**config.mk**
```make
export PLATFORM = sky130hd
export DESIGN_NAME = tbc_frac
export DESIGN_NICKNAME = d
export VERILOG_FILES = /design/src/rtl/core/tbc_pkg.sv /design/src/rtl/core/tbc_frac.sv
export SDC_FILE = /design/constraint.sdc
export NUM_CORES = 2
export LEC_CHECK = 0
export ABC_AREA = 0
export BUFFER_PORTS_ARGS = -buffer_cell sky130_fd_sc_hd__buf_2
export CORE_ASPECT_RATIO = 0.75
export CORE_MARGIN = 2
export CORE_UTILIZATION = 45
export CTS_BUF_LIST = sky130_fd_sc_hd__clkbuf_4 sky130_fd_sc_hd__clkbuf_8
export DETAILED_ROUTE_END_ITERATION = 12
export PLACE_DENSITY = 0.62
export SLEW_MARGIN = 20
export SYNTH_ARGS = -nofsm -noshare
export SYNTH_HDL_FRONTEND = slang
export SYNTH_SLANG_ARGS = --single-unit
```
**constraint.sdc**
```tcl
create_clock -name clk -period 4.8 [get_ports clk]
set_input_delay 0.48 -clock clk [delete_from_list [all_inputs] [get_ports clk]]
set_output_delay 0.48 -clock clk [all_outputs]
set_load 0.02 [all_outputs]
```
**src/rtl/core/tbc_pkg.sv**
```systemverilog
// Shared types, constants and the restoring division step for the tick conversion block.
// No dependencies.
`timescale 1ns / 1ps
package tbc_pkg;

  localparam int DIV_STEPS  = 64;
  localparam int FRAC_STEPS = 10;

  localparam logic [9:0]  MS_PER_S = 10'd1000;
  localparam logic [22:0] MS_Q_MAX = 23'd4294967;
  localparam logic [31:0] SAT32    = 32'hFFFF_FFFF;

  localparam logic [2:0] MODE_TO_MS   = 3'd0;
  localparam logic [2:0] MODE_TO_S    = 3'd1;
  localparam logic [2:0] MODE_MS_PART = 3'd2;
  localparam logic [2:0] MODE_MS_TICK = 3'd3;
  localparam logic [2:0] MODE_S_TICK  = 3'd4;

  typedef struct packed {
    logic [2:0] mode;
    logic       rate_zero;
  } side_t;

  typedef struct packed {
    logic [31:0] rem;
    logic        q;
  } step_t;

  function automatic step_t div_step(input logic [31:0] rem, input logic b,
                                     input logic [31:0] d);
    logic [32:0] t;
    step_t       s;
    t = {rem, b};
    if (t >= {1'b0, d}) begin
      s.rem = 32'(t - {1'b0, d});
      s.q   = 1'b1;
    end else begin
      s.rem = t[31:0];
      s.q   = 1'b0;
    end
    return s;
  endfunction

endpackage

```
**src/rtl/core/tbc_frac.sv**
```systemverilog
// Millisecond fraction: remainder times 1000, then a ten-stage restoring divide by the divisor.
// Depends on tbc_pkg.
`timescale 1ns / 1ps
module tbc_frac import tbc_pkg::*; (
  input  logic        clk,
  input  logic        rst_n,
  input  logic        en,
  input  logic        in_v,
  input  logic [63:0] in_quot,
  input  logic [31:0] in_rem,
  input  logic [31:0] in_divisor,
  input  side_t       in_side,
  output logic        out_v,
  output logic [63:0] out_quot,
  output logic [9:0]  out_frac,
  output side_t       out_side
);

  logic        m_v_r;
  logic [41:0] m_prod_r;
  logic [63:0] m_q_r;
  logic [31:0] m_d_r;
  side_t       m_s_r;

  logic        v_r   [0:FRAC_STEPS-1];
  logic [31:0] rem_r [0:FRAC_STEPS-1];
  logic [9:0]  fq_r  [0:FRAC_STEPS-1];
  logic [63:0] q_r   [0:FRAC_STEPS-1];
  logic [31:0] d_r   [0:FRAC_STEPS-1];
  side_t       s_r   [0:FRAC_STEPS-1];

  always_ff @(posedge clk) begin
    if (!rst_n) begin
      m_v_r <= 1'b0;
    end else if (en) begin
      m_v_r <= in_v;
    end
    if (en) begin
      m_prod_r <= 42'(in_rem) * 42'(MS_PER_S);
      m_q_r    <= in_quot;
      m_d_r    <= in_divisor;
      m_s_r    <= in_side;
    end
  end

  for (genvar k = 0; k < FRAC_STEPS; k++) begin : g_st
    logic        v_i;
    logic [31:0] rem_i;
    logic [9:0]  fq_i;
    logic [63:0] q_i;
    logic [31:0] d_i;
    side_t       s_i;
    step_t       st;
    if (k == 0) begin : g_first
      assign v_i   = m_v_r;
      assign rem_i = m_prod_r[41:10];
      assign fq_i  = m_prod_r[9:0];
      assign q_i   = m_q_r;
      assign d_i   = m_d_r;
      assign s_i   = m_s_r;
    end else begin : g_next
      assign v_i   = v_r[k-1];
      assign rem_i = rem_r[k-1];
      assign fq_i  = fq_r[k-1];
      assign q_i   = q_r[k-1];
      assign d_i   = d_r[k-1];
      assign s_i   = s_r[k-1];
    end
    assign st = div_step(rem_i, fq_i[9], d_i);
    always_ff @(posedge clk) begin
      if (!rst_n) begin
        v_r[k] <= 1'b0;
      end else if (en) begin
        v_r[k] <= v_i;
      end
      if (en) begin
        rem_r[k] <= st.rem;
        fq_r[k]  <= {fq_i[8:0], st.q};
        q_r[k]   <= q_i;
        d_r[k]   <= d_i;
        s_r[k]   <= s_i;
      end
    end
  end

  assign out_v    = v_r[FRAC_STEPS-1];
  assign out_quot = q_r[FRAC_STEPS-1];
  assign out_frac = fq_r[FRAC_STEPS-1];
  assign out_side = s_r[FRAC_STEPS-1];

endmodule

```
==> run metrics <==
Layout area overhead 15.1%; CP endpoint m_prod_r[39]$_DFFE_PP_; Slew Limit Fails 0; Total Nets Final 6,417; Worst Hold Class in -> reg; R2R cell count 10; vias in the first global route 40,600; Antenna Nets Post-Route 0; Final period util 98.0%; via/cell ratio 5.16; Fillers 13,100; Setup-failing EPs final 0; Worst setup EP type register; multi-input logic area 23,300 µm²; worst hold path stage count 4; reg2reg start m_prod_r[15]$_DFFE_PP_; Seq cells post-synth 1,482; Root Buffer clkbuf_8; Worst Hold Slack 143 ps; routability cong. 0.881; Sw Pwr 18.7 mW; CTS H-tree lvls 4; cell area after layout 80,900 µm²; Worst R2R Setup Slack 750 ps; post-synth top area share 63.2%; proportion of layout cells with a drive suffix above 1 15.5%; sequential share of the synthesized area 63.3%; Max Cap Viol 0; routed wire length per instance 18.0 µm; antenna violations before repair 13; synth cell count leaders edfxtp_1 (1,480), inv_1 (562), ha_1 (404); I/O pins 215; Crit Path Max Fanout 3; minimum clock period 4710 ps; first-pass GRT wire length 226 mm; core area 155,000 µm²; top-count cell post-synth edfxtp_1; Main synth FF type edfxtp_1; Rows 125; Area after DPL 75,000 µm²; WP data required 5500 ps; Gate Count Post-Synth 5,157; register share of total power 36.9%; Reg area 44,500 µm²; Critical Path AT 5410 ps; Synth async-reset ratio 0%; worst skew pair latency 990 ps; DPL Wire Length 105 mm; largest area contributor in the netlist edfxtp_1; Worst-Margin Slew 920 ps; synthesized net count 5,824; Fmax 212 MHz; I/O Buffers 214; overall die height 346 µm; Synth cell types 86; Clk pwr share 21.1%; detailed-route DRC error count 0; FF-to-FF End rem_r[0][7]$_DFFE_PP_; CTS buffer count 225; P per Cell Area 646 nW/µm²; Mean Syn Cell Area 13.6 µm²; Final Hold Fails 0; Gate power share 42.1%; setup tns final 0 ps; startpoint type of the worst setup path input port; Initial DRT Pass Iterations 6; run status finished, final reports clean; Pint 33.6 mW; largest net degree at the start of global routing 134; initial DRC count 3,179; postcts setup bufs 0; routed vias 41,400; Initial Util 45.4%; Clock Skews 60.6 ps; Total Routing Usage GR 18.1%; Setup Crit Path Kind in -> reg; CTS tree built; chip width 460 µm; Die ar. 159,000 µm²; Reg clk slew, reported paths 60 ps; Synth warnings 0; synthesized area 70,300 µm²; Post-synth EDFFs 1,480; Sw Ratio 35.8%; headroom to the max-slew limit 38.7%; largest cells by area after synthesis edfxtp_1 (63%), ha_1 (7.2%), fa_1 (3.6%); Worst Setup SP in_rem[0]; GR Overflow Total 0; VDD IR max 0.000334 V; routed wire length 144 mm; Leakage Power 32.3 nW; clock sink total 1,482; maximum root-to-sink buffer count 3
==> layout by cell type, fill, tap and decap left out, drive strengths merged, types with 24 or more instances in the layout <==
cell type	synthesis	layout
edfxtp	1480	1480
o21ai	258	258
nor2b	54	54
inv	564	571
nor3	59	59
xor2	93	93
a21o	156	156
clkinv	0	91
and3	51	51
buf	26	375
o21a	54	54
clkbuf	90	279
nand3	83	83
ha	404	404
mux2	135	135
a211oi	24	24
a31oi	43	43
a21oi	336	336
nand4	66	66
nand2b	37	37
dlygate4sd3	0	107
o21bai	47	47
xnor2	164	164
fa	127	127
nor2	235	235
o211ai	26	26
nand2	271	271
==> timing repair <==
item / 4_1_cts / 5_1_grt
resized for setup: 0 / 7
hold buffers: 107 / 0
hold endpoints to repair: 137 / 0
setup endpoints to repair: 0 / 10
==> state kept, by name, summed over array words and instances (netlist names), 32 cells and up <==
register  count
q_r         640
d_r         288
rem_r       288
fq_r         76
g_st.q_i     64
s_r          40
m_prod_r     39
g_st.d_i     32
==> layer usage <==
metal  vias up  global-route usage (%)  wire length [µm]
li1      20200                       -                 -
met1     19900                    26.0             68500
met2      1036                    27.8             64900
met3       244                    3.56              7480
met4        16                    5.38              3170
met5         -                       0               101
==> worst min path at each step <==
stage / start / endpoint / slack (ps)
floorplan: m_prod_r[3]$_DFFE_PP_ / fq_r[0][4]$_DFFE_PP_ / 400
global placement: q_r[4][44]$_DFFE_PP_ / q_r[5][44]$_DFFE_PP_ / 400
detailed placement: m_prod_r[4]$_DFFE_PP_ / fq_r[0][5]$_DFFE_PP_ / 400
CTS: in_rem[3] / m_prod_r[6]$_DFFE_PP_ / 20
global route: in_divisor[28] / g_st[0].d_i[28]$_DFFE_PP_ / 100
finish: in_rem[3] / m_prod_r[6]$_DFFE_PP_ / 140
==> power groups by stage <==
stage | combinational (mW) | sequential, mW | clock, mW
6_report | 22.0 | 19.3 | 11.0
5_1_grt | 24.5 | 19.5 | 12.0
4_1_cts | 21.9 | 19.3 | 11.4
3_5_place_dp | 21.6 | 19.5 | 0
3_3_place_gp | 21.4 | 19.5 | 0
2_1_floorplan | 16.1 | 18.7 | 0
==> worst max-delay path, cell delays in order <==
cell	delay (ps)
dlygate4sd3_1	580
buf_2	160
fa_1	520
fa_1	520
inv_1	50
fa_1	480
fa_1	520
inv_1	50
ha_1	310
o211ai_1	140
o211ai_1	230
o211ai_1	230
a21oi_2	240
a311oi_2	160
o21a_1	230
o21ai_0	220
mux2i_1	230
nor2_1	60
==> kinds of logic after synthesis <==
family	synth area share [%]
DFF	63.3
AOI/OAI and AO/OA	9.93
and+or+nand+nor	6.50
buffers and inverters	3.76
adders and majority gates	10.8
xor gates and xnor gates	3.20
muxes	2.53
==> metrics by stage <==
stage / std cells / setup slack (ps) / power [mW] / util, %
2_1_floorplan: 5157 / 3.70 / 34.8 / -
3_3_place_gp: 7511 / -332 / 40.9 / 48.4
3_5_place_dp: 7511 / -391 / 41.2 / 48.4
4_1_cts: 8023 / 91.1 / 52.6 / 52.2
5_1_grt: 8027 / -7.50 / 56.0 / 52.2
6_report: 8029 / 94.0 / 52.3 / 52.2
==> layout make-up <==
cell class,count,share of cell area [%]
clock buffer,279,4.40
antenna,6,0.0186
multi-input combinational,2995,28.8
timing repair buffer,482,4.38
sequential,1482,55.0
tap,2095,3.24
clock inverter,126,1.57
inverter,564,2.63
Note: power is estimated with default switching activity, not from simulation.
