## src/rtl/core/tbc_pkg.sv

```systemverilog
// Shared types, constants and the restoring division step for the tick conversion block.
// No dependencies.
`timescale 1ns / 1ps
package tbc_pkg;

  localparam int DIV_STEPS  = 64;
  localparam int FRAC_STEPS = 10;

  localparam logic [9:0]  MS_PER_S = 10'd1000;
  localparam logic [22:0] MS_Q_MAX = 23'd4294967;
  localparam logic [31:0] SAT32    = 32'hFFFF_FFFF;

  localparam logic [2:0] MODE_TO_MS   = 3'd0;
  localparam logic [2:0] MODE_TO_S    = 3'd1;
  localparam logic [2:0] MODE_MS_PART = 3'd2;
  localparam logic [2:0] MODE_MS_TICK = 3'd3;
  localparam logic [2:0] MODE_S_TICK  = 3'd4;

  typedef struct packed {
    logic [2:0] mode;
    logic       rate_zero;
  } side_t;

  typedef struct packed {
    logic [31:0] rem;
    logic        q;
  } step_t;

  function automatic step_t div_step(input logic [31:0] rem, input logic b,
                                     input logic [31:0] d);
    logic [32:0] t;
    step_t       s;
    t = {rem, b};
    if (t >= {1'b0, d}) begin
      s.rem = 32'(t - {1'b0, d});
      s.q   = 1'b1;
    end else begin
      s.rem = t[31:0];
      s.q   = 1'b0;
    end
    return s;
  endfunction

endpackage

```

## src/rtl/core/tbc_front.sv

```systemverilog
// Input register and operand stage: forms the product and selects dividend and divisor.
// Depends on tbc_pkg.
`timescale 1ns / 1ps
module tbc_front import tbc_pkg::*; (
  input  logic        clk,
  input  logic        rst_n,
  input  logic        en,
  input  logic [31:0] tick_rate,
  input  logic        in_v,
  input  logic [2:0]  in_mode,
  input  logic [63:0] in_ticks,
  input  logic [31:0] in_amount,
  output logic        out_v,
  output logic [63:0] out_dividend,
  output logic [31:0] out_divisor,
  output side_t       out_side
);

  logic        f1_v_r;
  logic [2:0]  f1_mode_r;
  logic [63:0] f1_ticks_r;
  logic [31:0] f1_amount_r;
  logic        f2_v_r;
  logic [63:0] dividend_r, dividend_nxt;
  logic [31:0] divisor_r, divisor_nxt;
  side_t       side_r, side_nxt;
  logic [63:0] prod;

  assign prod = 64'(tick_rate) * 64'(f1_amount_r);

  always_comb begin
    side_nxt.mode      = f1_mode_r;
    side_nxt.rate_zero = (tick_rate == 32'd0);
    dividend_nxt       = f1_ticks_r;
    divisor_nxt        = tick_rate;
    if (f1_mode_r == MODE_MS_TICK) begin
      dividend_nxt = prod;
      divisor_nxt  = 32'(MS_PER_S);
    end else if (f1_mode_r == MODE_S_TICK) begin
      dividend_nxt = prod;
      divisor_nxt  = 32'd1;
    end
  end

  always_ff @(posedge clk) begin
    if (!rst_n) begin
      f1_v_r <= 1'b0;
      f2_v_r <= 1'b0;
    end else if (en) begin
      f1_v_r <= in_v;
      f2_v_r <= f1_v_r;
    end
    if (en) begin
      f1_mode_r   <= in_mode;
      f1_ticks_r  <= in_ticks;
      f1_amount_r <= in_amount;
      dividend_r  <= dividend_nxt;
      divisor_r   <= divisor_nxt;
      side_r      <= side_nxt;
    end
  end

  assign out_v        = f2_v_r;
  assign out_dividend = dividend_r;
  assign out_divisor  = divisor_r;
  assign out_side     = side_r;

endmodule

```

## config.mk

```make
export PLATFORM = sky130hd
export DESIGN_NAME = tbc_front
export DESIGN_NICKNAME = d
export VERILOG_FILES = /design/src/rtl/core/tbc_pkg.sv /design/src/rtl/core/tbc_front.sv
export SDC_FILE = /design/constraint.sdc
export NUM_CORES = 2
export LEC_CHECK = 0
export BUFFER_PORTS_ARGS = -buffer_cell sky130_fd_sc_hd__buf_4
export CORE_MARGIN = 3
export CORE_UTILIZATION = 37
export CTS_CLUSTER_SIZE = 10
export DETAILED_ROUTE_END_ITERATION = 16
export GPL_TIMING_DRIVEN = 1
export SKIP_LAST_GASP = 1
export SLEW_MARGIN = 5
export SYNTH_ARGS = -nofsm -noshare
export SYNTH_HDL_FRONTEND = slang
export SYNTH_SLANG_ARGS = --single-unit
```

## constraint.sdc

```tcl
create_clock -name clk -period 9.35 [get_ports clk]
set_clock_uncertainty 0.2 [all_clocks]
set_input_delay 0.4675 -clock clk [delete_from_list [all_inputs] [get_ports clk]]
set_output_delay 0.4675 -clock clk [all_outputs]
set_load 0.03 [all_outputs]
```

==> flow_results.org <==
** Layout
- Utilization of the core after routing :: 0.422
- Footprint of the multi-input gates :: 30500 µm²
- Of the cells placed in the final design, the portion with a size suffix greater than 1 is 0.0799.
- The layout has 10500 filler cells.
- Commonest cells after routing, fill and taps aside :: 896 x sky130_fd_sc_hd__fa_1, 854 x sky130_fd_sc_hd__inv_1, 621 x sky130_fd_sc_hd__and2_1
- Summing all flip-flop and latch instances after layout gives about 6000 µm².
- Final design area excluding fillers :: 45500 µm²
- Final-stage net count :: 5606
- Most frequent standard cell in the layout excluding fill and tap cells :: sky130_fd_sc_hd__fa_1
- Synth-to-layout area growth :: 12.1%

** Placement
- The congestion estimate from routability-driven global placement came to 0.901.
- Placed cell areas :: between 40000 and 50000 µm²
- Buffers placed on the I/O ports in this run total about 240.
- Dpl hpwl :: 89400 µm

** STA
- Setup repair after global routing left no endpoint under its margin.
- Final-report max-slew violation count :: 0
- Count of final hold-check violations :: 0
- Total negative slack :: 0 ns
- Least-Margin Pin Slew :: around 1.1 ns
- Timing would allow up to approximately 110 MHz.
- The clock period could shrink to 8.72 ns.
- Final period utilization :: 0.932
- Worst slew slack as a fraction of its limit :: 0.259
- Endpoints failing setup :: 0

** Critical path
- Critical Setup Path Class :: flop to flop
- STA classifies the critical path endpoint as a flop.
- Required time of the critical path :: 9.49 ns
- Of all nets on the critical path, the largest fanout is 32.
- For the worst flop-to-flop path, the logic depth is 21.
- Data on the critical path arrives at its endpoint at 8.86 ns.
- The worst setup path is launched from a flop.

** Worst hold path
- Class of the most critical hold timing path :: input pin to flop
- Along the worst hold path, the cell count comes to 1.

** Die
- Starting density of the core :: 0.376
- X dimension of the die :: 337 µm
- Top-level I/O count :: roughly 240
- The core region is 108000 µm².
- Vert. Die Dim :: ~340 µm
- The die covers 114000 µm².
- Placement row count :: 120

** Drt
- Via-per-instance ratio :: 5.01
- The first detailed-routing pass took 5 iterations.
- Detailed routing inserted a total of 28800 vias.
- Initial DRC count :: 1453
- Summed over all layers, the routed wires come to 116000 µm.
- WL per Instance :: approximately 20 µm
- After detailed routing, the number of remaining DRC violations is 0.
- Once detail routing completed, the nets flagged for antenna violations numbered 0.

** Synthesis
- Of the post-synthesis cell area, the dominant cell type holds 0.442.
- #FFs+latches synth :: roughly 200
- After synthesis the cells add up to about 41000 µm².
- Cells taking the most area after synthesis :: sky130_fd_sc_hd__fa_1 44%, sky130_fd_sc_hd__edfxtp_1 15%, sky130_fd_sc_hd__and2_1 9.6%, sky130_fd_sc_hd__ha_1 8.1%, sky130_fd_sc_hd__inv_1 7.9%
- The number of different library cells used by synthesis comes to between 70 and 80.
- The synthesized design spends more area on one cell type than any other, namely sky130_fd_sc_hd__fa_1.
- For this run, the number of Yosys warnings is 0.
- The number of nets in the synthesized netlist is 5429.
- The synthesized design contains 199 enable-type register cells.
- Register area share after synthesis :: 0.148
- Each instance of the synthesized netlist takes up on average about 9.8 µm².
- Number of standard cells after synthesis :: about 4100
- Primary FF master, synth :: sky130_fd_sc_hd__edfxtp_1
- Ys async rst share :: 0

** Global route
- The total overflow left after global routing is 0.
- First-pass GRT wire length :: 183000 µm
- All-layer global routing usage :: 0.210
- Number of global-route vias before repair :: around 32000
- Entering global routing, the biggest net connects between 100 and 150 pins.
- Initial antenna violation count :: 4

** Clocking
- Clock tree synthesis found a total of 201 sinks.
- CTS clk-pin slew, worst paths :: 0.07 ns
- The later pin in the worst-skew pair is clocked with a latency of 0.61 ns.
- The clock passes through at most 3 buffers.
- Cell at the root of the clock tree :: sky130_fd_sc_hd__clkbuf_16
- TritonCTS built the clock tree.
- CTS built an H-tree with a depth of 1.
- Clock buffer count from CTS :: 28

** Outcome
- The run finished with clean final reports.

** Job
- Number of maximum-capacitance violations :: 0
-- flip-flops by register name, summed over array words and instances, names as in the netlist --
signal        cells
f1_mode_r         3
out_dividend     64
out_side          4
f1_ticks_r       64
out_v             1
f1_v_r            1
f1_amount_r      32
out_divisor      32
-- metal layers --
layer | vias to the layer above | wire length, µm | global-route usage | part of all wire
met2 | 758 | 60800 | 0.385 | 0.53
met4 | 0 | 5070 | 0.0778 | 0.044
met3 | 200 | 5300 | 0.0238 | 0.046
met1 | 15100 | 44400 | 0.252 | 0.38
met5 | - | 0 | 0 | 0
li1 | 12700 | - | - | -
-- area by class of cell --
type,count,area share
diodes,1,0.0000550
clock buffers,40,0.0173
clock inverters,8,0.00236
inverters,854,0.0704
multi-input cells,2844,0.670
flip-flops and latches,201,0.132
well taps,1403,0.0386
repair buffers,383,0.0694
-- cell families after synthesis --
family | count (synthesis) | synth area share
muxes | 9 | 0.00234
adders and majority gates | 1159 | 0.523
AOI/OAI and AO/OA | 282 | 0.0455
buffers and inverters | 1090 | 0.101
and+or+nand+nor | 1344 | 0.169
xor gates and xnor gates | 50 | 0.0108
DFF | 201 | 0.148
-- Yosys cell counts, drive strengths merged (11+ instances only) --
| cell type | number |
|---|---|
| o21bai | 12 |
| nor4 | 13 |
| a21oi | 100 |
| nor3 | 11 |
| a21o | 36 |
| a31oi | 14 |
| xor2 | 19 |
| buf | 14 |
| nor2 | 95 |
| nand4 | 21 |
| edfxtp | 199 |
| and2 | 621 |
| nand2 | 536 |
| fa | 896 |
| inv | 854 |
| xnor2 | 31 |
| a211oi | 12 |
| clkbuf | 222 |
| ha | 263 |
| o21ai | 56 |
| and3 | 11 |
-- final timing paths --
kind                   start          endpoint  slack, ns
max          f1_amount_r[15]  out_dividend[62]       0.63
min                       en   f1_amount_r[31]       0.20
max reg2reg  f1_amount_r[15]  out_dividend[62]       0.63
min reg2reg    f1_ticks_r[2]   out_dividend[2]       0.30
-- worst max-delay path, cell delays in order (launching register included) --
cell and delay [ns]:
sky130_fd_sc_hd__edfxtp_1 1.08, sky130_fd_sc_hd__and2_1 0.27, sky130_fd_sc_hd__fa_1 0.45, sky130_fd_sc_hd__fa_1 0.54, sky130_fd_sc_hd__inv_1 0.06, sky130_fd_sc_hd__fa_1 0.45
sky130_fd_sc_hd__fa_1 0.51, sky130_fd_sc_hd__inv_1 0.05, sky130_fd_sc_hd__fa_1 0.62, sky130_fd_sc_hd__fa_1 0.45, sky130_fd_sc_hd__fa_1 0.51, sky130_fd_sc_hd__fa_1 0.42
sky130_fd_sc_hd__ha_1 0.47, sky130_fd_sc_hd__nand2_1 0.16, sky130_fd_sc_hd__or3_1 0.43, sky130_fd_sc_hd__o21ai_1 0.57, sky130_fd_sc_hd__o21ai_0 0.22, sky130_fd_sc_hd__buf_4 0.19
sky130_fd_sc_hd__a31oi_1 0.35, sky130_fd_sc_hd__o21ai_0 0.18, sky130_fd_sc_hd__mux2i_1 0.18, sky130_fd_sc_hd__nand2_1 0.06
-- metrics by stage --
step                      hold slack, ns  instances  worst slack [ns]
after CTS                          0.183       5733             0.687
after global placement             0.287       5584             0.737
after floorplan                    0.224       4135              2.07
after detailed placement           0.293       5584             0.744
final                              0.204       5734             0.634
after global routing               0.199       5733             0.298
-- repair_timing --
action,4_1_cts,5_1_grt
endpoints found under the hold margin,101,0
setup buffers,0,0
hold buffers,101,0
setup endpoints to repair,0,0
gates resized for setup,0,0
Power is not shown: default switching activity piles up to over one toggle a cycle in this logic, so the estimate is an artifact.
