## config.mk

```make
export PLATFORM = sky130hd
export DESIGN_NAME = tbc_back
export DESIGN_NICKNAME = d
export VERILOG_FILES = /design/src/rtl/core/tbc_pkg.sv /design/src/rtl/core/tbc_back.sv
export SDC_FILE = /design/constraint.sdc
export NUM_CORES = 1
export LEC_CHECK = 0
export BUFFER_PORTS_ARGS = -buffer_cell sky130_fd_sc_hd__clkbuf_2
export CAP_MARGIN = 20
export CORE_AREA = 2 2 160 162
export CTS_CLUSTER_SIZE = 8
export DETAILED_ROUTE_END_ITERATION = 12
export DIE_AREA = 0 0 162 164
export GPL_ROUTABILITY_DRIVEN = 0
export PLACE_DENSITY = 0.73
export SYNTH_ARGS = -nofsm -noshare
export SYNTH_HDL_FRONTEND = slang
export SYNTH_SLANG_ARGS = --single-unit
export TNS_END_PERCENT = 30
```

## constraint.sdc

```tcl
create_clock -name clk -period 10.5 [get_ports clk]
set_clock_uncertainty 0.05 [all_clocks]
set_input_delay 2.625 -clock clk [delete_from_list [all_inputs] [get_ports clk]]
set_output_delay 2.625 -clock clk [all_outputs]
set_load 0.01 [all_outputs]
```

## src/rtl/core/tbc_pkg.sv

```systemverilog
// Shared types, constants and the restoring division step for the tick conversion block.
// No dependencies.
`timescale 1ns / 1ps
package tbc_pkg;

  localparam int DIV_STEPS  = 64;
  localparam int FRAC_STEPS = 10;

  localparam logic [9:0]  MS_PER_S = 10'd1000;
  localparam logic [22:0] MS_Q_MAX = 23'd4294967;
  localparam logic [31:0] SAT32    = 32'hFFFF_FFFF;

  localparam logic [2:0] MODE_TO_MS   = 3'd0;
  localparam logic [2:0] MODE_TO_S    = 3'd1;
  localparam logic [2:0] MODE_MS_PART = 3'd2;
  localparam logic [2:0] MODE_MS_TICK = 3'd3;
  localparam logic [2:0] MODE_S_TICK  = 3'd4;

  typedef struct packed {
    logic [2:0] mode;
    logic       rate_zero;
  } side_t;

  typedef struct packed {
    logic [31:0] rem;
    logic        q;
  } step_t;

  function automatic step_t div_step(input logic [31:0] rem, input logic b,
                                     input logic [31:0] d);
    logic [32:0] t;
    step_t       s;
    t = {rem, b};
    if (t >= {1'b0, d}) begin
      s.rem = 32'(t - {1'b0, d});
      s.q   = 1'b1;
    end else begin
      s.rem = t[31:0];
      s.q   = 1'b0;
    end
    return s;
  endfunction

endpackage

```

## src/rtl/core/tbc_back.sv

```systemverilog
// Final stages: seconds to milliseconds scaling, saturation, mode selection and output register.
// Depends on tbc_pkg.
`timescale 1ns / 1ps
module tbc_back import tbc_pkg::*; (
  input  logic        clk,
  input  logic        rst_n,
  input  logic        en,
  input  logic        in_v,
  input  logic [63:0] in_quot,
  input  logic [9:0]  in_frac,
  input  side_t       in_side,
  output logic        out_v,
  output logic [63:0] out_result,
  output logic        out_saturated
);

  logic        b_v_r;
  logic        big_r;
  logic        qhi_r;
  logic [32:0] msp_r;
  logic [63:0] q_r;
  logic [9:0]  frac_r;
  side_t       s_r;
  logic        o_v_r;
  logic [63:0] res_r, res_nxt;
  logic        sat_r, sat_nxt;
  logic [33:0] sum;

  assign sum = 34'(msp_r) + 34'(frac_r);

  always_comb begin
    res_nxt = 64'd0;
    sat_nxt = 1'b0;
    unique case (s_r.mode)
      MODE_TO_MS: begin
        if (!s_r.rate_zero) begin
          if (big_r || sum > 34'(SAT32)) begin
            res_nxt = 64'(SAT32);
            sat_nxt = 1'b1;
          end else begin
            res_nxt = 64'(sum);
          end
        end
      end
      MODE_TO_S: begin
        if (!s_r.rate_zero) begin
          if (qhi_r) begin
            res_nxt = 64'(SAT32);
            sat_nxt = 1'b1;
          end else begin
            res_nxt = 64'(q_r[31:0]);
          end
        end
      end
      MODE_MS_PART: begin
        if (!s_r.rate_zero) begin
          res_nxt = 64'(frac_r);
        end
      end
      MODE_MS_TICK, MODE_S_TICK: begin
        res_nxt = q_r;
      end
      default: begin
        res_nxt = 64'd0;
      end
    endcase
  end

  always_ff @(posedge clk) begin
    if (!rst_n) begin
      b_v_r <= 1'b0;
      o_v_r <= 1'b0;
    end else if (en) begin
      b_v_r <= in_v;
      o_v_r <= b_v_r;
    end
    if (en) begin
      big_r  <= (|in_quot[63:23]) || (in_quot[22:0] > MS_Q_MAX);
      qhi_r  <= |in_quot[63:32];
      msp_r  <= 33'(in_quot[22:0]) * 33'(MS_PER_S);
      q_r    <= in_quot;
      frac_r <= in_frac;
      s_r    <= in_side;
      res_r  <= res_nxt;
      sat_r  <= sat_nxt;
    end
  end

  assign out_v         = o_v_r;
  assign out_result    = res_r;
  assign out_saturated = sat_r;

endmodule
```

==> run summary, run 1 <==
The effective utilization at floorplan came out at 0.442. The area taken by flip-flops and latches is 5240 µm². The number of buffers inserted during clock tree synthesis came out at 17.

The multi-input combinational cells in the finished layout cover a total of 5200 µm². The sequential fraction of design power came out at 0.336. The post-route DRC violation count is 0. After routing, the total negative slack on setup checks comes to 0 ns. The number of max-slew violations in the final report came out at 0. For this design the ratio of total power to cell area is 239 nW/µm². Traced cell by cell, the critical path runs through clkbuf_2 > inv_1 > fa_1 > fa_1 > fa_1 > fa_1 > inv_1 > ha_1 > a21o_1 > a21o_1 > a311oi_1 > o21ai_0 > a211oi_1 > o21ai_0 > xor2_1. The number of global-route vias before repair is 7107. The post-CTS setup-driven buffer insertion count came out at 0. The synthesized netlist occupies a cell area of 11000 µm².

Compared with the post-synthesis result, the final layout area differs by 16.3%. The via density per instance came out at 5.10. The post-place instance area is 12100 µm². The mean area per synthesized cell is 12.9 µm².

The total die area came out at 26600 µm². The insertion delay of the later-clocked pin in the worst-skew pair came out at 0.43 ns. The met3 routing resource usage after global routing is 0.0285.

The clock network fraction of total power is 0.222. For this run, the detailed router's first-pass iteration total came to 7. The arrival time reported for the critical path endpoint came out at 7.21 ns. The total via count after detailed routing is 6910.

The detailed router's first-iteration violation count is 531. The setup path with the least slack is of type in -> reg. The die extent in x came out at 162 µm. The worst-case setup margin in the final layout is 3.39 ns. The maximum vdd ir drop is 115 µV. The number of antenna violations at the first check in global routing was 0. The largest buffer count on any clock path is 2.

In this run the remaining antenna-violating nets after routing total 0. The share of synthesized area occupied by flip-flops and latches is 0.477. Of the total power, the share spent switching nets is 0.360. The global routing stage identified its most utilized layer as met2. Setup repair after global routing left no endpoint under its margin.

Dividing the final minimum period by the clock period gives 0.677. The synthesis warning total is 0. The clock edge transition at the registers on the reported setup and hold paths came out at 0.06 ns.

The level count of the clock H-tree is 4. For this design the top-level I/O count stands at 148. The total leakage power came out at 5.52 nW.

Entering global routing, the biggest net connects 99 pins. Among cell families on the critical path, the largest total delay comes from adder cells. The number of cells traversed by the worst hold path is 1.

Leaving out fill and tap cells, the most frequent cell in the layout is sky130_fd_sc_hd__edfxtp_1. Timing would allow up to 141 MHz. The number of enable-type register cells in the synthesized netlist is 173. CTS placed an instance of sky130_fd_sc_hd__clkbuf_16 at the clock tree root. The global route total overflow came out at 0. For this design, the slowest cell found on the critical path is sky130_fd_sc_hd__fa_1. The count of cell types in the netlist is 59. The number of cell instances on the worst register-to-register path came out at 11. The total nets after synthesis is 1109. The critical path depth in cells is 15. The critical path buffer and inverter count is 3. Setup violations remaining at the end of the flow were counted as 0. Synthesis handed over a netlist of 849 instances. The met2 track demand over resource is 0.304. The slew of the pin with the lowest slew margin is 0.940 ns. The core region is 24800 µm².

The first-pass GRT wire length came out at 36400 µm. The number of instances resized during post-cts repair came out at 0. The net count of the finished layout is 1271. The required arrival time at the worst endpoint came out at 10.60 ns. The power dissipated by switching net loads is 0.00110 W. The run finished with clean final reports. The number of diodes came out at 0. For this run, asynchronously set or reset flops after synthesis account for 0.

In this run the vertical extent of the chip is 164 µm. The initialized floorplan defines 58 standard-cell rows. The number of endpoints with negative hold slack in the final report is 0. The most numerous cell type found on the critical path is sky130_fd_sc_hd__fa_1. The proportion of layout cells with a drive suffix above 1 came out at 0.190. TritonCTS built the clock tree. In the global route stage, overall resource usage came out at 0.177. Leaving out fill and tap cells, the most frequent cells in the layout are sky130_fd_sc_hd__edfxtp_1, sky130_fd_sc_hd__clkbuf_2, sky130_fd_sc_hd__inv_1, sky130_fd_sc_hd__ha_1, sky130_fd_sc_hd__fa_1. The detailed-placement wirelength estimate is 17800 µm. The most used flip-flop cell after synthesis is sky130_fd_sc_hd__edfxtp_1. The path class of the lowest-slack min-delay path is reg -> reg. The final layout contains routed wiring with a total length of 22500 µm. The wire length per cell is 16.6 µm. The finished layout cell area is 12800 µm². The fill cell instance count of the final layout is 2171. The maximum fanout along the worst path is 6. The TritonCTS sink count came out at 175. For this run, the slowest stage of the critical path takes 0.55 ns. The internal portion of the total power is 0.00195 W. STA classifies the critical path endpoint as a flop.

The number of max-capacitance violations reported came out at 0. The worst setup path is launched from an input pin. The number of buffer cells added on primary ports is 147. The met1 layer usage reported by global route came out at 0.233.

The number of hold buffers added after CTS is 0. The synthesis-stage register bit count is 175. The clock period minus final worst setup slack came out at 7.11 ns.

The relative slew slack came out at 0.373. The worst slack after detailed placement is 2.94 ns. The combinational group share of total power is 0.442.
[area by class of cell]
| class | instances | area share |
|---|---|---|
| Tap cell | 330 | 0.0324 |
| Sequential cell | 175 | 0.410 |
| Multi-Input combinational cell | 534 | 0.408 |
| Inverter | 129 | 0.0380 |
| Timing Repair Buffer | 154 | 0.0621 |
| Clock buffer | 18 | 0.0336 |
| Clock inverter | 14 | 0.0158 |
[cell families (layout without fill, tap and decap cells)]
group / after synthesis / count (layout) / share of synthesized area
buffers and inverters: 140 / 315 / 0.0493
adders and majority gates: 178 / 178 / 0.260
muxes: 3 / 3 / 0.00274
xor gates and xnor gates: 47 / 47 / 0.0375
DFF: 175 / 175 / 0.477
AOI/OAI and AO/OA: 131 / 131 / 0.0860
and+or+nand+nor: 175 / 175 / 0.0874
[synth_stat cells, types with 11 or more instances]
| cell type | count | area (µm²) |
|---|---|---|
| sky130_fd_sc_hd__fa_1 | 83 | 1660 |
| sky130_fd_sc_hd__a21oi_1 | 23 | 115 |
| sky130_fd_sc_hd__a221o_1 | 22 | 220 |
| sky130_fd_sc_hd__o21ai_0 | 27 | 135 |
| sky130_fd_sc_hd__inv_1 | 128 | 480 |
| sky130_fd_sc_hd__xor2_1 | 12 | 105 |
| sky130_fd_sc_hd__nand2_1 | 32 | 120 |
| sky130_fd_sc_hd__ha_1 | 95 | 1190 |
| sky130_fd_sc_hd__xnor2_1 | 35 | 307 |
| sky130_fd_sc_hd__and2_1 | 35 | 219 |
| sky130_fd_sc_hd__nor4_1 | 11 | 68.8 |
| sky130_fd_sc_hd__edfxtp_1 | 173 | 5190 |
| sky130_fd_sc_hd__nand4_1 | 12 | 75.1 |
| sky130_fd_sc_hd__nand3_1 | 15 | 75.1 |
| sky130_fd_sc_hd__nor2_1 | 26 | 97.6 |
[worst reg2reg max path: stages, from the launching register on]
cell and delay, ns:
sky130_fd_sc_hd__edfxtp_1 0.41, sky130_fd_sc_hd__ha_1 0.21, sky130_fd_sc_hd__inv_1 0.07, sky130_fd_sc_hd__fa_1 0.41, sky130_fd_sc_hd__nor2b_1 0.20, sky130_fd_sc_hd__o31ai_2 0.13
sky130_fd_sc_hd__a211oi_2 0.63, sky130_fd_sc_hd__nor3b_1 0.13, sky130_fd_sc_hd__mux2i_1 0.69, sky130_fd_sc_hd__a21oi_4 0.21, sky130_fd_sc_hd__inv_2 0.40, sky130_fd_sc_hd__a221o_1 0.20
[metrics by stage]
stage	utilization	power [W]	cells	hold slack, ns
4_1_cts	0.514	0.00306	1353	0.469
6_report	0.514	0.00304	1354	0.465
5_1_grt	0.514	0.00329	1354	0.485
3_3_place_gp	0.488	0.00235	1321	0.449
2_1_floorplan	-	0.00206	849	0.432
3_5_place_dp	0.488	0.00238	1321	0.453
[per-layer routing]
layer	vias to the layer above	share of wire
met5	-	0
li1	3338	-
met4	0	0.015
met1	3339	0.43
met3	19	0.053
met2	214	0.50
[registers in the layout, indices dropped and copies added, names as in the netlist]
| name | cells |
|---|---|
| out_v | 1 |
| out_saturated | 1 |
| big_r | 1 |
| b_v_r | 1 |
| msp_r | 28 |
| frac_r | 10 |
| q_r | 64 |
| s_r | 4 |
| qhi_r | 1 |
| out_result | 64 |
[power groups by stage]
stage               Sequential, W  Combinational [W]  Clock (W)
detailed placement        0.00104            0.00134          0
floorplan                 0.00103            0.00103          0
global placement          0.00103            0.00131          0
CTS                       0.00102            0.00135   0.000691
global route              0.00104            0.00153   0.000721
finish                    0.00102            0.00135   0.000675
[final timing paths]
path | start | endpoint | slack [ns]
setup reg to reg | q_r[0] | out_result[14] | 6.62
hold / removal | q_r[46] | out_result[46] | 0.47
setup / recovery | in_quot[6] | msp_r[31] | 3.39
hold reg to reg | q_r[46] | out_result[46] | 0.47
No activity file was read; power rests on OpenSTA's default activity.
==> inputs of run 2 (changes only) <==
Settings changed: PLACE_DENSITY 0.73 to 0.75.
Clock period 10.5 ns to 6.2 ns, I/O delays scaled along.
==> run summary, run 2 (synthesis gave the netlist of run 1 again) <==
The total leakage power was 5.65 nW (+2.3%). The power dissipated by switching net loads came to 0.00197 W (+80%). The detailed-placement wirelength estimate came to 18400 µm (+3.4%). The number of buffer cells added on primary ports is 147 (unchanged). The pin count of the biggest net entering global routing came to 112 (+13%).

The number of instances resized during post-cts repair was 0 (unchanged). The internal power came out at 0.00330 W (+69%). The number of diodes is 0 (unchanged). Among cell families on the critical path, the largest total delay comes from adder cells.

The final total negative setup slack came out at 0 ns (unchanged). The clock network fraction of total power is 0.201 (-0.021). The number of max-capacitance violations reported came out at 0 (unchanged).

The tree is rooted in a sky130_fd_sc_hd__clkbuf_16. Leaving out fill and tap cells, the most frequent cell in the layout is sky130_fd_sc_hd__edfxtp_1. The via density per instance was 5.21 (+2.2%). The number of buffers inserted during clock tree synthesis came out at 17 (unchanged). The number of global-route vias before repair is 7295 (+2.6%). In this run the worst setup path begins at in_quot[3].

The core area is 24800 µm² (unchanged). The startpoint identified for the worst register-to-register timing path is q_r[0]. The area of the multi-input gates came out at 5210 µm² (about the same).

The post-CTS setup-driven buffer insertion count was 0 (unchanged). The fill cell instance count of the final layout is 2156 (-0.69%). The clock period minus final worst setup slack is 5.65 ns. The relative slew slack came out at 0.203 (-0.170). The net switching share of the total power is 0.374 (+0.0141). The total via count after detailed routing came out at 7211 (+4.4%).

Derived from the worst setup path, the maximum achievable clock frequency is 177 MHz. The highest cell delay on the worst timing path is 0.53 ns (-0.02 ns). The library cells used most frequently in the layout, excluding fill and tap cells, are sky130_fd_sc_hd__edfxtp_1, sky130_fd_sc_hd__clkbuf_2, sky130_fd_sc_hd__inv_1, sky130_fd_sc_hd__ha_1, sky130_fd_sc_hd__fa_1. The post-route DRC violation count came out at 0 (unchanged). The clock edge transition at the registers on the reported setup and hold paths was 0.07 ns (about the same). The number of hold buffers added after CTS is 0 (unchanged). The number of failing setup endpoints in the final timing report came to 0 (unchanged).

The slowest stage of the critical path belongs to the cell sky130_fd_sc_hd__fa_1. The placement row count is 58 (unchanged). The slew of the pin with the lowest slew margin was 1.18 ns (+0.244 ns). In the finished design, the share of the clock period the worst path needs comes to 0.912. The maximum fanout along the worst path came to 5 (-1). The count of nets after finishing is 1300 (+2.3%). The detailed router's first-iteration violation count is 554 (+4.3%). The area taken by flip-flops and latches is 5240 µm² (unchanged).

The global route total overflow is 0 (unchanged). The post-detailed-routing wire length came to 23100 µm (+2.5%). The height of the chip is 164 µm (unchanged).

The level count of the clock H-tree came out at 4 (unchanged). The required arrival time at the worst endpoint came out at 6.32 ns (-4.28 ns). The cell occurring most often along the worst timing path is sky130_fd_sc_hd__fa_1. The effective utilization at floorplan is 0.442 (unchanged). The number of endpoints with negative hold slack in the final report is 0 (unchanged). The run finished with clean final reports. The critical path buffer and inverter count is 5 (+2). The die extent in x is 162 µm (unchanged). The insertion delay of the later-clocked pin in the worst-skew pair was 0.43 ns (about the same). The maximum vdd ir drop came out at 227 µV (+97%). Setup repair after global routing left no endpoint under its margin. The wire length per cell came out at 16.7 µm (+0.30%). The combinational group share of total power was 0.470 (+0.028).

The path class of the lowest-slack min-delay path is reg -> reg. The proportion of layout cells with a drive suffix above 1 was 0.215 (+0.0242). The power per cell area was 407 nW/µm² (+71%). The sequential fraction of design power came to 0.330 (-0.006). The worst setup path is of the in -> reg kind. The area overhead of the layout relative to synthesis is 18.1%. The startpoint identified for the worst hold timing path is q_r[43]. The length of the first detailed-routing pass in iterations is 7 (unchanged). The number of antenna violations at the first check in global routing is 0 (unchanged). The sort of element at the start of the critical path is an input pin. The overall track demand over capacity in global routing is 0.180 (+0.00261). The arrival time reported for the critical path endpoint was 5.77 ns (-1.44 ns). The largest buffer count on any clock path came out at 2 (unchanged). The count of nets left with antenna violations after detail routing came out at 0 (unchanged).

The first-pass GRT wire length came out at 37100 µm (+2.0%). The number of max-slew violations in the final report came out at 0 (unchanged). The number of top-level pins is 148 (unchanged).

The TritonCTS sink count is 175 (unchanged). The worst-case setup margin in the final layout came out at 0.545 ns (-2.84 ns). STA classifies the critical path endpoint as a flop. The worst slack after detailed placement came to 0.0654 ns (-2.88 ns).

Walking the worst path, the cells encountered are clkbuf_2 > inv_1 > fa_1 > fa_1 > fa_1 > fa_1 > inv_1 > ha_1 > buf_4 > o211ai_1 > o21ai_1 > o221ai_1 > o311ai_1 > buf_4 > o22ai_1 > nand3b_1 > o211ai_1. The total die area came out at 26600 µm² (unchanged). TritonCTS built the clock tree.
==> run 2: area by class of cell <==
class	instances	area share
sequential	175	0.404
multi-input combinational	534	0.402
timing repair buffer	183	0.0781
inverter	129	0.0374
clock buffer	17	0.0328
tap	330	0.0319
clock inverter	15	0.0138
==> run 2: path summary, 6_finish.rpt <==
kind,end,slack (ns),cells past startpoint
worst max register to register,out_result[14],2.31,11
worst max-delay path,msp_r[32],0.55,17
worst min register to register,out_result[43],0.47,1
worst min-delay path,out_result[43],0.47,1
==> run 2: worst register-to-register path, stage by stage, from the launching register on <==
cell	delay [ns]
sky130_fd_sc_hd__edfxtp_1	0.38
sky130_fd_sc_hd__ha_1	0.21
sky130_fd_sc_hd__inv_1	0.06
sky130_fd_sc_hd__fa_1	0.40
sky130_fd_sc_hd__nor2b_1	0.20
sky130_fd_sc_hd__o31ai_2	0.13
sky130_fd_sc_hd__a211oi_2	0.69
sky130_fd_sc_hd__nor3b_1	0.13
sky130_fd_sc_hd__mux2i_1	0.66
sky130_fd_sc_hd__a21oi_4	0.20
sky130_fd_sc_hd__inv_2	0.41
sky130_fd_sc_hd__a221o_1	0.23
==> run 2: through the flow <==
stage,util,power [W],hold WS (ns),std cells,cell area [µm²]
floorplan,-,0.00349,0.432,849,11000
global placement,0.498,0.00415,0.445,1351,12400
finish,0.522,0.00528,0.465,1383,13000
detailed placement,0.498,0.00422,0.454,1351,12400
global route,0.522,0.00569,0.492,1383,13000
CTS,0.522,0.00530,0.472,1383,13000
==> run 2: routing by layer <==
| metal | wire length [µm] | part of all wire | global-route usage |
|---|---|---|---|
| met2 | 11600 | 0.50 | 0.310 |
| met1 | 9850 | 0.43 | 0.233 |
| met4 | 576 | 0.025 | 0.0704 |
| met5 | 0 | 0 | 0 |
| met3 | 1030 | 0.045 | 0.0225 |
==> run 2: power by group through the flow <==
| stage | clock network (W) | registers, W | logic (W) |
|---|---|---|---|
| finish | 0.00106 | 0.00174 | 0.00248 |
| global route | 0.00113 | 0.00175 | 0.00280 |
| CTS | 0.00108 | 0.00173 | 0.00249 |
| detailed placement | 0 | 0.00176 | 0.00246 |
| global placement | 0 | 0.00175 | 0.00240 |
| floorplan | 0 | 0.00174 | 0.00175 |
